--- src/rtl/mws_pkg.sv ---
`default_nettype none
package mws_pkg;

    // default sizing of the buffers and the alphabet
    localparam int DEF_MAX_TEXT    = 1024;
    localparam int DEF_MAX_PATTERN = 1024;
    localparam int DEF_ALPHABET    = 128;

    // fixed port widths
    localparam int SYM_W     = 7;
    localparam int SYM_COUNT = 128;
    localparam int START_W   = 10;
    localparam int LEN_W     = 11;

    // per-cycle strobes into a memory
    typedef struct packed {
        logic rd;
        logic wr;
        logic clr;
    } t_ram_ctl;

endpackage
`default_nettype wire

--- src/rtl/mws_need_ram.sv ---
`default_nettype none
// Per-code table: pattern mark and needed count, one valid bit per entry.
// An entry that is not valid reads as zero. clr drops all valid bits at once.
module mws_need_ram
    import mws_pkg::*;
#(
    parameter int ALPHABET = DEF_ALPHABET,
    parameter int NEED_W   = 12,
    localparam int ADDR_W  = $clog2(ALPHABET)
) (
    input  wire logic              i_clk,
    input  wire logic              i_rst_n,
    input  wire t_ram_ctl          i_ctl,
    input  wire logic [ADDR_W-1:0] i_rd_addr,
    input  wire logic [ADDR_W-1:0] i_wr_addr,
    input  wire logic              i_wr_pat,
    input  wire logic [NEED_W-1:0] i_wr_need,
    output logic                   o_rd_pat,
    output logic [NEED_W-1:0]      o_rd_need
);

    logic [NEED_W:0]       r_mem [ALPHABET];
    logic [ALPHABET-1:0]   r_valid;
    logic [NEED_W:0]       r_rd_data;
    logic                  r_rd_hit;

    // storage write
    always_ff @(posedge i_clk) begin
        if (i_ctl.wr) begin
            r_mem[i_wr_addr] <= {i_wr_pat, i_wr_need};
        end
    end

    // valid bits
    always_ff @(posedge i_clk) begin
        if (!i_rst_n || i_ctl.clr) begin
            r_valid <= '0;
        end else if (i_ctl.wr) begin
            r_valid[i_wr_addr] <= 1'b1;
        end
    end

    // registered read
    always_ff @(posedge i_clk) begin
        if (i_ctl.rd) begin
            r_rd_data <= r_mem[i_rd_addr];
            r_rd_hit  <= r_valid[i_rd_addr];
        end
    end

    assign o_rd_pat  = r_rd_hit & r_rd_data[NEED_W];
    assign o_rd_need = r_rd_hit ? r_rd_data[NEED_W-1:0] : '0;

endmodule
`default_nettype wire

--- config.mk ---
export PLATFORM = sky130hd
export DESIGN_NAME = mws_need_ram
export DESIGN_NICKNAME = d
export VERILOG_FILES = /design/src/rtl/mws_pkg.sv /design/src/rtl/mws_need_ram.sv
export SDC_FILE = /design/constraint.sdc
export NUM_CORES = 2
export LEC_CHECK = 0
export BUFFER_PORTS_ARGS = -buffer_cell sky130_fd_sc_hd__buf_2
export CORE_AREA = 2 2 315 380
export CTS_BUF_LIST = sky130_fd_sc_hd__clkbuf_4 sky130_fd_sc_hd__clkbuf_8
export DETAILED_ROUTE_END_ITERATION = 6
export DIE_AREA = 0 0 317 382
export PLACE_DENSITY_LB_ADDON = 0.1
export SYNTH_ARGS = -nofsm -noshare
export SYNTH_HDL_FRONTEND = slang
export SYNTH_SLANG_ARGS = --single-unit
--- constraint.sdc ---
create_clock -name i_clk -period 3.91 [get_ports i_clk]
set_clock_uncertainty 0.1 [all_clocks]
set_input_delay 0.9775 -clock i_clk [delete_from_list [all_inputs] [get_ports i_clk]]
set_output_delay 0.9775 -clock i_clk [all_outputs]
set_load 0.005 [all_outputs]
==> qor_table.md <==
| Step | Quantity | Reported |
|---|---|---|
| clocking | CTS-repair resized insts | 0 |
| run status | Outcome | completed |
| synth | Cells after Synth | 2880 |
| die | Cell Rows | 138 |
| clocking | Buffers inserted by post-CTS timing repair | 0 |
| critical path | Slack of the worst reg-to-reg path | 1.22 ns |
| die | DIE HEIGHT | 382 um |
| clocking | Clk buf depth | 4 |
| global routing | Initial antenna violation count | 16 |
| final layout | Final Net Count | 3364 |
| global routing | Gr ovfl total | 0 |
| final layout | Most common library cell in the layout ignoring fill and taps | sky130_fd_sc_hd__edfxtp_1 |
| clocking | CTS Hold Buffers Added | 0 |
| critical path | Reg2reg start | r_mem[13][9] |
| timing | Fin Hold WS | 0.317 ns |
| critical path | CP Data Arrival Time | 2.17 ns |
| placement | Count of input and output buffers | 44 |
| power | PwrDens | 490 mW/mm^2 |
| critical path | Master of the slowest instance on the critical path | sky130_fd_sc_hd__edfxtp_1 |
| drt | Via count normalized by instance count | 6.48 |
| worst hold path | WHS Endpoint | r_mem[96][9] |
| synth | Post-synthesis area per instance | 23.9 um^2 |
| synth | Post-synth cell types | 22 |
| die | Standard cell core area | 0.117 mm^2 |
| drt | DR pass1 iterations | 5 |
| timing | Final Slew Violations | 0 |
| clocking | Clock slew seen by the registers of the worst setup and hold paths | 0.06 ns |
| timing | Setup repair after global routing missed its margin | false |
| power | Max VDD drop | 0.431 mV |
| synth | Warnings from Yosys | 0 |
| die | Die Footprint | 0.121 mm^2 |
| timing | Fmax | 308 MHz |
| critical path | Worst endpoint required time | 2.83 ns |
| final layout | Final design area excluding fillers | 0.0785 mm^2 |
| clocking | Clock network latency to the later pin of the worst-skew pair | 0.98 ns |
| final layout | Final cell utilization of the core | 0.669 |
| worst hold path | Min-Delay Path Class | in2reg |
| drt | Remaining DRCs | 0 |
| timing | Worst slew margin | 0.228 |
| placement | Area post-placement | 0.0731 mm^2 |
| critical path | Critical Path End Type | primary output |
| placement | Final estimated routing congestion in global placement | 0.859 |
| drt | Post-detailed-route count of antenna-violating nets | 0 |
| synth | Net count after synthesis | 2912 |
| final layout | Highest-count cells in the layout ignoring fill and taps | 1678 x sky130_fd_sc_hd__edfxtp_1, 588 x sky130_fd_sc_hd__mux4_2, 306 x sky130_fd_sc_hd__clkbuf_8, 242 x sky130_fd_sc_hd__buf_4, 131 x sky130_fd_sc_hd__nor2_1 |
| critical path | Length in cells of the worst reg-to-reg path | 4 |
| critical path | Worst stage delay on the critical path | 0.64 ns |
| final layout | Post-synthesis to final-layout area growth | 14.1% |
| final layout | Fraction of layout instances using a drive strength above 1 | 0.389 |
| clocking | H-Tree Depth | 5 |
| job | Max-cap check violation count | 0 |
| critical path | Max Fanout on Critical Path | 13 |
| synth | Number of synthesized register bits | 1806 |
| worst hold path | Hold path depth | 1 |
| drt | Initial drt markers | 3870 |
| placement | Post-Place Setup Slack | -0.0702 ns |
| clocking | Clock sink count | 1806 |
| die | Boundary pin count | 45 |
| timing | Total count of hold-check failures in the final report | 0 |
| global routing | Largest net degree at the start of global routing | 129 |
| die | Horizontal extent of the die | 317 um |
| global routing | First-pass GRT wire length | 243000 um |
| critical path | Crit path cell chain | and2_1 > buf_2 |
| timing | Setup violations, final | 0 |
| timing | Shortest period the worst path allows | 3.25 ns |
| clocking | CTS buffer count | 285 |
| die | Initial core utilization | 0.587 |
| drt | WL per Instance | 33.4 um |
| timing | Period utilization | 0.831 |
| clocking | TritonCTS clock tree | yes |
| drt | Via count | 32800 |
| power | Overall power of the completed layout | 38.5 mW |
| critical path | Kind of critical path | reg2out |
| synth | Sequential fraction of the synthesis area | 0.770 |
| power | Leakage component of the power | 25.2 nW |
| drt | Final wirelength | 169000 um |
| critical path | CP startpoint kind | flip-flop |
| global routing | Total routing resource utilization after global routing | 0.290 |
| timing | Worst setup slack after layout | 0.662 ns |
| clocking | Root buf cell | sky130_fd_sc_hd__clkbuf_8 |
| global routing | Via count of the first global-routing pass | 34300 |
| critical path | End of the worst register-to-register path | r_rd_data[9] |
| synth | Total standard cell area after synthesis | 0.0688 mm^2 |
| placement | Estimated wirelength of the detail-placed design | 107000 um |
| timing | Worst Max-Slew Pin Slew | 1.16 ns |
| worst hold path | Worst Min Path Start | i_wr_need[9] |
==> per-layer routing <==
| layer | wire length, um | global-route usage | vias to the layer above |
|---|---|---|---|
| li1 | - | - | 13300 |
| met1 | 61500 | 0.383 | 17700 |
| met2 | 87400 | 0.478 | 1593 |
| met3 | 13100 | 0.0534 | 309 |
| met4 | 7290 | 0.124 | 12 |
| met5 | 89 | 0 | - |
==> synthesized netlist by cell type <==
cell	n	area [um^2]
sky130_fd_sc_hd__or4_1	1	7.51
sky130_fd_sc_hd__nand4_1	2	12.5
sky130_fd_sc_hd__mux4_2	588	13200
sky130_fd_sc_hd__buf_6	1	11.3
sky130_fd_sc_hd__buf_1	21	78.8
sky130_fd_sc_hd__and2_1	13	81.3
sky130_fd_sc_hd__or3b_2	2	17.5
sky130_fd_sc_hd__nand2_1	9	33.8
sky130_fd_sc_hd__nor2b_1	5	31.3
sky130_fd_sc_hd__edfxtp_1	1678	50400
sky130_fd_sc_hd__inv_1	1	3.75
sky130_fd_sc_hd__nor2_1	131	492
sky130_fd_sc_hd__buf_2	47	235
sky130_fd_sc_hd__mux2_2	14	158
sky130_fd_sc_hd__or2_2	6	37.5
sky130_fd_sc_hd__or3_1	1	6.26
sky130_fd_sc_hd__o21a_1	128	961
sky130_fd_sc_hd__nand3b_1	3	22.5
sky130_fd_sc_hd__clkbuf_1	92	345
sky130_fd_sc_hd__nand3_1	8	40.0
sky130_fd_sc_hd__dfxtp_1	128	2560
sky130_fd_sc_hd__nand4b_1	1	8.76
==> cell families after synthesis <==
group                  share of synthesized area
AND/OR/NAND/NOR                           0.0115
multiplexers                               0.195
flip-flops                                 0.770
buffers and inverters                    0.00981
AO/OA/AOI/OAI                             0.0140
==> registers in the layout (all words and copies together), names as in the netlist <==
signal     count
r_valid      128
r_rd_data     13
r_rd_hit       1
r_mem       1664
==> worst max-delay path, delay by kind of cell (launching register included) <==
kind	cells	cell delay, ns
flip-flops	1	0.64
AND/OR/NAND/NOR	1	0.38
buffers and inverters	1	0.18
==> power breakdown <==
part	total, mW	switching, mW	internal (mW)
Combinational	2.06	1.19	0.867
Clock	15.2	6.92	8.29
Sequential	21.2	0.0274	21.2
==> how the worst max path moves through the flow <==
stage | startpoint | endpoint | slack (ns) | cells after the start
6_report | r_rd_hit | o_rd_need[1] | 0.66 | 2
4_1_cts | r_rd_hit | o_rd_need[2] | 0.65 | 2
5_1_grt | r_rd_hit | o_rd_need[1] | 0.62 | 2
3_5_place_dp | i_rd_addr[0] | r_rd_data[12] | -0.07 | 8
2_1_floorplan | i_rd_addr[2] | r_rd_data[10] | 0.18 | 7
3_3_place_gp | i_rd_addr[0] | r_rd_data[12] | -0.09 | 8
==> metrics by stage <==
| step | setup TNS [ns] | cells |
|---|---|---|
| after global routing | 0 | 5068 |
| final | 0 | 5068 |
| after detailed placement | -0.323 | 4585 |
| after floorplan | 0 | 2880 |
| after global placement | -0.448 | 4585 |
| after CTS | 0 | 5066 |
==> area by class of cell <==
| class | count | area [um^2] |
|---|---|---|
| sequential | 1806 | 53000 |
| clock buffer | 403 | 4930 |
| clock inverter | 78 | 428 |
| timing repair buffer | 326 | 3080 |
| multi-input combinational | 912 | 15200 |
| tap | 1540 | 1930 |
| antenna | 2 | 5.00 |
| fill | 7393 | 38800 |
| inverter | 1 | 3.75 |
(Power assumes the default switching activity.)
